`config.mk`:
```
export PLATFORM = sky130hd
export DESIGN_NAME = longest_first_task_balancer_core
export DESIGN_NICKNAME = d
export VERILOG_FILES = /design/src/sv/lftb_pkg.sv /design/src/sv/lftb_ctrl.sv /design/src/sv/lftb_dp.sv /design/src/sv/longest_first_task_balancer_core.sv
export VERILOG_INCLUDE_DIRS = /design/src /design/src/sv
export SDC_FILE = /design/constraint.sdc
export NUM_CORES = 1
export LEC_CHECK = 0
export ABC_AREA = 1
export BUFFER_PORTS_ARGS = -buffer_cell sky130_fd_sc_hd__buf_2
export CAP_MARGIN = 20
export CORE_AREA = 10 10 189 191
export CTS_BUF_LIST = sky130_fd_sc_hd__clkbuf_4 sky130_fd_sc_hd__clkbuf_8
export DETAILED_ROUTE_END_ITERATION = 6
export DIE_AREA = 0 0 199 201
export GPL_TIMING_DRIVEN = 0
export MAX_ROUTING_LAYER = met4
export PLACE_DENSITY = 0.62
export SYNTH_ARGS = -nofsm -noshare
export SYNTH_HDL_FRONTEND = slang
export SYNTH_SLANG_ARGS = --single-unit
```
`constraint.sdc`:
```
create_clock -name i_clk -period 6.35 [get_ports i_clk]
set_clock_uncertainty 0.2 [all_clocks]
set_input_delay 1.27 -clock i_clk [delete_from_list [all_inputs] [get_ports i_clk]]
set_output_delay 1.27 -clock i_clk [all_outputs]
set_load 0.01 [all_outputs]
```
`src/sv/longest_first_task_balancer_core_macros.svh`:
```
// ----------------------------------------------------------------------------
// longest first task balancer assertion macros
// concurrent assertion wrappers, empty when synthesizing
// ----------------------------------------------------------------------------
`ifndef LONGEST_FIRST_TASK_BALANCER_CORE_MACROS_SVH
`define LONGEST_FIRST_TASK_BALANCER_CORE_MACROS_SVH

`ifndef SYNTHESIS

// same-cycle implication
`define LFTB_ASSERT_IMP(label, clk, rst_n, ante, cons) \
    label: assert property (@(posedge clk) disable iff (!rst_n) (ante) |-> (cons)) \
        else $error("lftb assertion failed");

// next-cycle implication
`define LFTB_ASSERT_NXT(label, clk, rst_n, ante, cons) \
    label: assert property (@(posedge clk) disable iff (!rst_n) (ante) |=> (cons)) \
        else $error("lftb assertion failed");

`else

`define LFTB_ASSERT_IMP(label, clk, rst_n, ante, cons)
`define LFTB_ASSERT_NXT(label, clk, rst_n, ante, cons)

`endif

`endif

```
`src/sv/lftb_pkg.sv`:
```
// ----------------------------------------------------------------------------
// lftb_pkg
// shared constants and controller/datapath interface types
// ----------------------------------------------------------------------------
`timescale 1ns / 1ps
`default_nettype none

package lftb_pkg;

    localparam int SERVERS     = 3;
    localparam int SRV_W       = $clog2(SERVERS);
    localparam int SERVER_FW   = 2;
    localparam int BATCH_DEPTH = 32;
    localparam int CNT_W       = $clog2(BATCH_DEPTH + 1);
    localparam int DUR_W       = 4;
    localparam int LOAD_W      = 32;
    localparam int MIN_DUR     = 1;
    localparam int MAX_DUR     = 9;
    localparam int BIN_IDX_W   = $clog2(MAX_DUR);

    typedef struct packed {
        logic accept;
        logic emit;
    } t_cmd;

    typedef struct packed {
        logic bad;
        logic last_one;
        logic out_free;
    } t_status;

endpackage

`default_nettype wire

```
`src/sv/lftb_ctrl.sv`:
```
// ----------------------------------------------------------------------------
// lftb_ctrl
// sequences the load and emission phases of a batch
// ----------------------------------------------------------------------------
`timescale 1ns / 1ps
`default_nettype none

module lftb_ctrl (
    input  wire logic            i_clk,
    input  wire logic            i_rst_n,
    input  wire logic            i_valid,
    input  wire logic            i_last,
    input  wire lftb_pkg::t_status i_status,
    output lftb_pkg::t_cmd       o_cmd,
    output logic                 o_stall
);
    import lftb_pkg::*;

    typedef enum logic {
        S_LOAD,
        S_EMIT
    } t_state;

    t_state r_state;
    t_state n_state;

    always_comb begin
        o_cmd.accept = (r_state == S_LOAD) && i_valid;
        o_cmd.emit   = (r_state == S_EMIT) && i_status.out_free;
        n_state      = r_state;
        unique case (r_state)
            S_LOAD: begin
                if (i_valid && i_last) begin
                    n_state = S_EMIT;
                end
            end
            S_EMIT: begin
                // a rejected batch gives one result, otherwise stop on the final task
                if (i_status.out_free && (i_status.bad || i_status.last_one)) begin
                    n_state = S_LOAD;
                end
            end
            default: n_state = S_LOAD;
        endcase
    end

    always_ff @(posedge i_clk) begin
        if (!i_rst_n) begin
            r_state <= S_LOAD;
        end else begin
            r_state <= n_state;
        end
    end

    assign o_stall = (r_state != S_LOAD);

endmodule

`default_nettype wire

```
`src/sv/lftb_dp.sv`:
```
// ----------------------------------------------------------------------------
// lftb_dp
// duration bins, server loads and the result register
// ----------------------------------------------------------------------------
`timescale 1ns / 1ps
`default_nettype none

module lftb_dp (
    input  wire logic                         i_clk,
    input  wire logic                         i_rst_n,
    input  wire lftb_pkg::t_cmd               i_cmd,
    input  wire logic [lftb_pkg::DUR_W-1:0]   i_duration,
    input  wire logic                         i_stall,
    output lftb_pkg::t_status                 o_status,
    output logic                              o_valid,
    output logic [lftb_pkg::SERVER_FW-1:0]    o_server,
    output logic [lftb_pkg::DUR_W-1:0]        o_task_duration,
    output logic [lftb_pkg::LOAD_W-1:0]       o_server_load_after,
    output logic                              o_invalid,
    output logic                              o_final_res
);
    import lftb_pkg::*;

    logic [CNT_W-1:0]  r_bins [MAX_DUR];
    logic [LOAD_W-1:0] r_load [SERVERS];
    logic              r_bad;
    logic [CNT_W-1:0]  r_count;
    logic              r_out_valid;

    logic [SRV_W-1:0]     best;
    logic [BIN_IDX_W-1:0] sel_bin;
    logic [DUR_W-1:0]     sel_dur;
    logic [LOAD_W:0]      sum;
    logic [LOAD_W-1:0]    n_load;
    logic                 dur_ok;
    logic [BIN_IDX_W-1:0] in_bin;

    always_comb begin
        best = '0;
        for (int s = 1; s < SERVERS; s++) begin
            if (r_load[s] < r_load[best]) begin
                best = SRV_W'(s);
            end
        end
        // highest non-empty bin wins
        sel_bin = '0;
        for (int d = 0; d < MAX_DUR; d++) begin
            if (r_bins[d] != '0) begin
                sel_bin = BIN_IDX_W'(d);
            end
        end
        sel_dur = DUR_W'(sel_bin) + DUR_W'(MIN_DUR);
        sum     = {1'b0, r_load[best]} + (LOAD_W + 1)'(sel_dur);
        n_load  = sum[LOAD_W] ? '1 : sum[LOAD_W-1:0];
        dur_ok  = (i_duration >= DUR_W'(MIN_DUR)) && (i_duration <= DUR_W'(MAX_DUR));
        in_bin  = BIN_IDX_W'(i_duration - DUR_W'(MIN_DUR));
    end

    assign o_status.bad      = r_bad;
    assign o_status.last_one = (r_count == CNT_W'(1));
    assign o_status.out_free = !r_out_valid || !i_stall;

    always_ff @(posedge i_clk) begin
        if (!i_rst_n) begin
            for (int d = 0; d < MAX_DUR; d++) begin
                r_bins[d] <= '0;
            end
            for (int s = 0; s < SERVERS; s++) begin
                r_load[s] <= '0;
            end
            r_bad       <= 1'b0;
            r_count     <= '0;
            r_out_valid <= 1'b0;
        end else begin
            if (i_cmd.accept) begin
                if (!dur_ok || r_count >= CNT_W'(BATCH_DEPTH)) begin
                    r_bad <= 1'b1;
                end else begin
                    r_bins[in_bin] <= r_bins[in_bin] + CNT_W'(1);
                    r_count        <= r_count + CNT_W'(1);
                end
            end
            if (i_cmd.emit) begin
                if (r_bad) begin
                    for (int d = 0; d < MAX_DUR; d++) begin
                        r_bins[d] <= '0;
                    end
                    r_bad   <= 1'b0;
                    r_count <= '0;
                end else begin
                    r_bins[sel_bin] <= r_bins[sel_bin] - CNT_W'(1);
                    r_count         <= r_count - CNT_W'(1);
                    r_load[best]    <= n_load;
                end
            end
            if (i_cmd.emit) begin
                r_out_valid <= 1'b1;
            end else if (!i_stall) begin
                r_out_valid <= 1'b0;
            end
        end
    end

    // result payload
    always_ff @(posedge i_clk) begin
        if (i_cmd.emit) begin
            if (r_bad) begin
                o_server            <= '0;
                o_task_duration     <= '0;
                o_server_load_after <= '0;
                o_invalid           <= 1'b1;
                o_final_res         <= 1'b1;
            end else begin
                o_server            <= SERVER_FW'(best);
                o_task_duration     <= sel_dur;
                o_server_load_after <= n_load;
                o_invalid           <= 1'b0;
                o_final_res         <= (r_count == CNT_W'(1));
            end
        end
    end

    assign o_valid = r_out_valid;

endmodule

`default_nettype wire

```
`src/sv/longest_first_task_balancer_core.sv`:
```
// ----------------------------------------------------------------------------
// longest_first_task_balancer_core
// longest-first assignment of task batches to the least loaded server
// ----------------------------------------------------------------------------
// Task durations enter one request per cycle and are counted into nine bins;
// the request marked last closes the batch. The block then stalls its input
// and, while the output is not stalled, emits one assignment per cycle,
// longest task first, each to the server with the smallest running load
// (lowest index on ties). A batch of N tasks gives N results, and a rejected
// batch (duration outside 1..9 or more than 32 tasks) gives a single invalid
// result; output stalls stretch the emission phase. The per-cycle limit is
// the three-way load compare feeding the saturating add. Server loads are
// kept across batches and saturate at all ones.
`timescale 1ns / 1ps
`default_nettype none

`include "longest_first_task_balancer_core_macros.svh"

module longest_first_task_balancer_core (
    input  wire logic                         i_clk,
    input  wire logic                         i_rst_n,
    input  wire logic                         i_valid,
    output logic                              o_stall,
    input  wire logic [lftb_pkg::DUR_W-1:0]   i_duration,
    input  wire logic                         i_last,
    output logic                              o_valid,
    input  wire logic                         i_stall,
    output logic [lftb_pkg::SERVER_FW-1:0]    o_server,
    output logic [lftb_pkg::DUR_W-1:0]        o_task_duration,
    output logic [lftb_pkg::LOAD_W-1:0]       o_server_load_after,
    output logic                              o_invalid,
    output logic                              o_final_res
);
    import lftb_pkg::*;

    t_cmd    cmd;
    t_status status;

    lftb_ctrl u_ctrl (
        .i_clk    (i_clk),
        .i_rst_n  (i_rst_n),
        .i_valid  (i_valid),
        .i_last   (i_last),
        .i_status (status),
        .o_cmd    (cmd),
        .o_stall  (o_stall)
    );

    lftb_dp u_dp (
        .i_clk               (i_clk),
        .i_rst_n             (i_rst_n),
        .i_cmd               (cmd),
        .i_duration          (i_duration),
        .i_stall             (i_stall),
        .o_status            (status),
        .o_valid             (o_valid),
        .o_server            (o_server),
        .o_task_duration     (o_task_duration),
        .o_server_load_after (o_server_load_after),
        .o_invalid           (o_invalid),
        .o_final_res         (o_final_res)
    );

    // a rejected batch always closes with its single result
    `LFTB_ASSERT_IMP(a_invalid_is_final, i_clk, i_rst_n, o_valid && o_invalid, o_final_res)
    // closing a batch stops the input until its last result is registered
    `LFTB_ASSERT_NXT(a_last_stalls, i_clk, i_rst_n, i_valid && !o_stall && i_last, o_stall)
    // results of one batch follow back to back once the previous one is taken
    `LFTB_ASSERT_NXT(a_emit_continues, i_clk, i_rst_n,
        o_valid && !o_final_res && !i_stall, o_valid)

endmodule

`default_nettype wire

```
Word level (Yosys, flattened, before mapping)
Memories as Yosys holds them, arrays and structs flattened.
Cells that the tools add are included.
{ "totals": {"inputBits": 9, "register_bits": 49, "word_cells": 115, "output_inout_bits": 42, "ram_bits": 150, "memories": 2} }
{ "mem_list": {"columns": ["memory", "depth", "word_bits", "rd", "rd_clocked_by_memory_dff", "write_ports", "line_no", "rtl"], "rows": [
  ["u_dp.r_load", 3, 32, 5, 0, 3, "lftb_dp.sv:25", "logic [LOAD_W-1:0] r_load [SERVERS];"],
  ["u_dp.r_bins", 9, 6, 10, 0, 9, "lftb_dp.sv:24", "logic [CNT_W-1:0] r_bins [MAX_DUR];"]
]} }
{ "classes": {"magnitude_cmp": 5, "n_mux": 55, "n_addsub": 7, "n_reduce_logical": 24, "n_eq_ne": 3, "bitwise_logic": 10} }
{ "ops": {"columns": ["operator", "count"], "rows": [
  ["6-bit 2-to-1 mux", 15],
  ["32-bit less-than comparator", 2],
  ["32-bit 2-to-1 mux", 2],
  ["6-bit nonzero test", 8],
  ["32-bit by 4-bit adder with 33-bit output", 1],
  ["32-bit OR reduction", 1],
  ["1-bit 2-to-1 mux", 26],
  ["6-bit by 1-bit adder with 6-bit output (second input constant)", 2],
  ["3-bit 2-to-1 mux", 4],
  ["4-bit 2-to-1 mux", 3],
  ["6-bit OR reduction", 2],
  ["6-bit by 1-bit subtractor with 6-bit output (second input constant)", 2],
  ["1-bit bitwise OR", 9],
  ["2-bit 2-to-1 mux", 4],
  ["6-bit by 1-bit equality test with 1-bit output (second input constant)", 1],
  ["6-bit >= comparator (second input constant)", 1],
  ["1-bit logical AND", 5],
  ["4-bit by 1-bit adder with 4-bit output (second input constant)", 1],
  ["4-bit by 1-bit >= comparator with 1-bit output (second input constant)", 1],
  ["4-bit <= comparator (second input constant)", 1],
  ["4-bit by 1-bit subtractor with 4-bit output (second input constant)", 1],
  ["1-bit zero test", 3],
  ["1-bit logical OR", 3],
  ["2-bit by 1-bit != test with 1-bit output (second input constant)", 1],
  ["other kinds (5)", 5]
]} }

Longest topological paths before layout
An unclocked memory read counts as a cell.
{ "depth": {"ltp_word": 14, "mapped_depth": 46, "mapped_depth_nobuf": 43} }

Cells and area by module
A second synthesis with hierarchy kept.
{ "hier_totals": {"hier_cells": 1805, "area_unflattened_um2": 15013.1} }
{ "by_module_without_submodules": {"columns": ["mod", "instances", "area_each_um2", "seq_area_each_um2", "cells_per_inst"], "rows": [
  ["lftb_dp", 1, 14950.6, 7126.8, 1795],
  ["lftb_ctrl", 1, 62.6, 20.0, 10]
]} }

Worst setup path before layout
OpenSTA, ideal clock, no wires.
{ "synth_timing": {"path_type": "input to register", "startpoint": "input port i_stall", "endpoint": "memory u_dp.r_load[1][0], enable pin", "t_arrival_ps": 5547, "path_buffers": 2, "setup_ps": 389, "path_stages": 13, "t_required_ps": 5761, "slack_ps": 213, "path_cell_list": "nand2_1 -> inv_1 -> nor2_1 -> inv_1 -> nor2_1 -> inv_1 -> nor2_1 -> inv_1 -> clkbuf_1 -> nor2_1 -> inv_1 -> clkbuf_1 -> nand2_1"} }
{ "synth_lines": {"columns": ["item", "line_no", "rtl"], "rows": [
  ["start: declaration", "longest_first_task_balancer_core.sv:27", "input wire logic i_stall,"],
  ["end: declaration", "lftb_dp.sv:25", null]
]} }

==> flow_summary.json <==
{
  "hp-class": "flip-flop to flip-flop",
  "wl_per_cell_um": 19.2,
  "synth_top_area_cell": "edfxtp_1",
  "power_mw": 4.51,
  "numPortBuffers": 49,
  "whs_path_depth": 0,
  "synth_edf_count": 232,
  "layout.cells.most_common": "nand2_1",
  "cts_tree": "built",
  "vias_per_cell": 5.37,
  "clkSinkCount": 241,
  "final_cell_mix": "nand2_1 (378), inv_1 (241), edfxtp_1 (232)",
  "slew_headroom_pct": 30.5,
  "arrival_ns": 6.27,
  "core_area_sq_mm": 0.0320,
  "fin_nets": 1922,
  "nFillCells": 3005,
  "end_kind": "flip-flop",
  "clock.fmax_mhz": 161,
  "cts_buffers": 43,
  "hold_path_end": "u_dp.o_invalid",
  "worst_slack_ns": 0.154,
  "die-area_sq_mm": 0.0400,
  "period_needed_ns": 6.20,
  "postLayoutCellArea_sq_mm": 0.0171,
  "min_from": "u_dp.r_bad",
  "ys_async_sr_fraction_pct": 0,
  "antenna_found_initial": 0,
  "outcome": "completed",
  "power.leakage_nw": 7.43,
  "drt-pass1-iter-count": 7,
  "gp_congestion": 0.978,
  "htreeDepth": 2,
  "clk_latency_ns": 0.57,
  "r2r-start": "u_dp.r_load[1][30]",
  "grt_max_degree": 33,
  "dr.first_iter.drc_count": 928,
  "synth_area_leaders": "edfxtp_1 (49%), nand2_1 (10%), ha_1 (6.6%)",
  "cp_slowest_cell": "edfxtp_1",
  "vias": 12200,
  "row_count": 66,
  "grt_usage_pct": 21.6,
  "worst_pin_slew_ns": 1.04,
  "drv_slew": 0,
  "hold_violations": 0,
  "cap_violations": 0,
  "ys_seq_area_share_pct": 50.2,
  "finalSetupViolations": 0,
  "grt_pass1_vias": 11600,
  "period_share_pct": 97.6,
  "grt_overflow": 0,
  "yosysWarnings": 0,
  "start_kind": "flip-flop",
  "antenna_cells": 0,
  "drcViolationCount": 0,
  "path_max_fanout": 7,
  "syn_avg_cell_area_sq_um": 8.41,
  "grt.met2_usage_pct": 36.1,
  "ant_nets": 0,
  "hold_ws_ns": 0.234,
  "root_buffer": "clkbuf_8",
  "area_delta_synth_final_pct": 20.0,
  "die_x_um": 199,
  "critPathTopFamily": "simple AND/OR/NAND/NOR gates",
  "ys_types": 50,
  "grt-busiest-layer": "met2",
  "initial_core_util_pct": 44.4,
  "worst_r2r_path_depth": 37,
  "cts_buffer_depth": 3,
  "cp_common_cell": "nand2_4",
  "ioPinCount": 51,
  "r2r_end": "u_dp.r_load[2][10]",
  "required_ns": 6.43,
  "syn_nets": 1777,
  "path_buf_inv": 8,
  "power.density_mw_per_mm2": 264,
  "drive_above_1_share_pct": 17.3,
  "met1_usage_pct": 25.7,
  "netlist_instances": 1692,
  "critPathMaxStageDelay_ns": 0.44,
  "dp_hpwl_um": 30800,
  "ys.flop_type": "edfxtp_1",
  "rsz0062_at_grt": "yes",
  "finalWirelength_um": 43700,
  "r2r_slack_ns": 0.15,
  "path_class": "flip-flop to flip-flop",
  "grt_pass1_wl_um": 65200,
  "ir_drop_mv": 0.164,
  "place_area_sq_mm": 0.0150,
  "path_clk_slew_ns": 0.06,
  "die_y_um": 201,
  "dp_slack_ns": -1.52,
  "synth.top_cell.area_share_pct": 48.9,
  "hold_buffers": 0,
  "grtUsageMet3_pct": 2.97,
  "syn-cell-area_sq_mm": 0.0142,
  "ys_seq_elements": 241
}
## power by group
group	leakage, nW	internal (mW)	switching (mW)	total [mW]
Sequential	2.38	1.87	0.0457	1.91
Clock	0.454	0.812	0.669	1.48
Combinational	4.59	0.357	0.757	1.11
## metal layers
metal  up-vias  part of all wire [%]
li1       5879                     -
met1      5828                    41
met2       394                    49
met3       132                   5.4
met4         0                   4.3
met5         -                     0
## cells in the mapped netlist, types with 2 or more instances
cell      number
nand3_1       77
o211ai_1      15
a22oi_1        7
buf_6          4
o22ai_1        4
clkinv_1       7
ha_1          75
nand3_2       11
xor2_1        15
nand2_2        5
a221oi_1       2
a21o_1         2
nor2_2        16
nand4_1       13
buf_1          5
a31oi_1        2
clkbuf_1      42
o21ai_0      100
buf_4          3
inv_1        246
buf_2          3
nor3_1        10
nand2_1      395
o311ai_0       4
nor2_4         2
o21ai_1        4
nor4_1         4
edfxtp_1     232
xnor2_1        8
a21oi_1       93
nand3b_1      10
dfxtp_1        9
inv_2          8
nor2_1       237
a211oi_1       7
## worst max-delay path by stage
| stage | endpoint | start | cells past startpoint | slack, ns |
|---|---|---|---|---|
| finish | u_dp.r_load[2][10] | u_dp.r_load[1][30] | 37 | 0.15 |
| detailed placement | u_dp.o_server_load_after[28] | u_dp.r_load[1][31] | 35 | -1.52 |
| floorplan | u_dp.r_load[1][0] | i_stall | 13 | 0.21 |
| global placement | u_dp.r_load[1][7] | i_stall | 14 | -2.71 |
| global route | u_dp.r_load[0][22] | u_dp.r_load[0][19] | 38 | -0.19 |
| CTS | u_dp.o_server_load_after[17] | u_dp.r_load[0][19] | 38 | 0.001 |
## repair_timing
| item | in CTS | in global routing |
|---|---|---|
| setup endpoints to repair | 224 | 224 |
| gates cloned | 3 | 1 |
| pin swaps | 14 | 28 |
| resized for setup | 88 | 111 |
| setup buffers | 24 | 20 |
## registers in the layout (all words and copies together), names as in the netlist
signal / count
u_dp.o_invalid: 1
u_dp.o_valid: 1
u_dp.o_task_duration: 4
u_dp.r_count: 6
u_dp.o_server_load_after: 32
u_dp.o_server: 2
u_dp.o_final_res: 1
u_dp.r_bins: 96
u_dp.r_load: 96
u_ctrl.o_stall: 1
u_dp.r_bad: 1
## worst reg2reg max path: cells and delay by family, from the launching register on
| kind | cells | cell delay [ns] |
|---|---|---|
| AO/OA/AOI/OAI | 7 | 1.03 |
| XOR/XNOR | 1 | 0.14 |
| adder cells (fa/ha/maj) | 4 | 1.02 |
| buffers and inverters | 8 | 0.92 |
| flip-flops | 1 | 0.44 |
| AND/OR/NAND/NOR | 17 | 2.18 |
## area by class of cell
class,instances,area (sq um),area share [%]
multi-input combinational,1134,6470,37.9
buffer,57,400,2.34
clock inverter,17,109,0.637
timing repair buffer,99,692,4.05
clock buffer,60,757,4.43
inverter,261,992,5.81
tap,408,510,2.99
sequential,241,7150,41.8
## per-stage QoR
stage                     TNS (ns)  utilization, %  cells
after detailed placement   -264.04            47.0   2153
after global placement     -713.64            46.8   2149
after CTS                        0            51.4   2257
after global routing         -7.18            53.3   2277
final                            0            53.3   2277
after floorplan                  0               -   1692
## cells by family (layout without fill, tap and decap cells)
group,Yosys count,count (layout),share of synthesized area [%]
xor+xnor,23,23,1.42
simple gates,786,787,23.2
fa+ha+maj,76,76,6.73
compound gates,248,248,9.72
flops,241,241,50.2
buf+inv,318,494,8.70
Power figures use the tool's default switching activity.
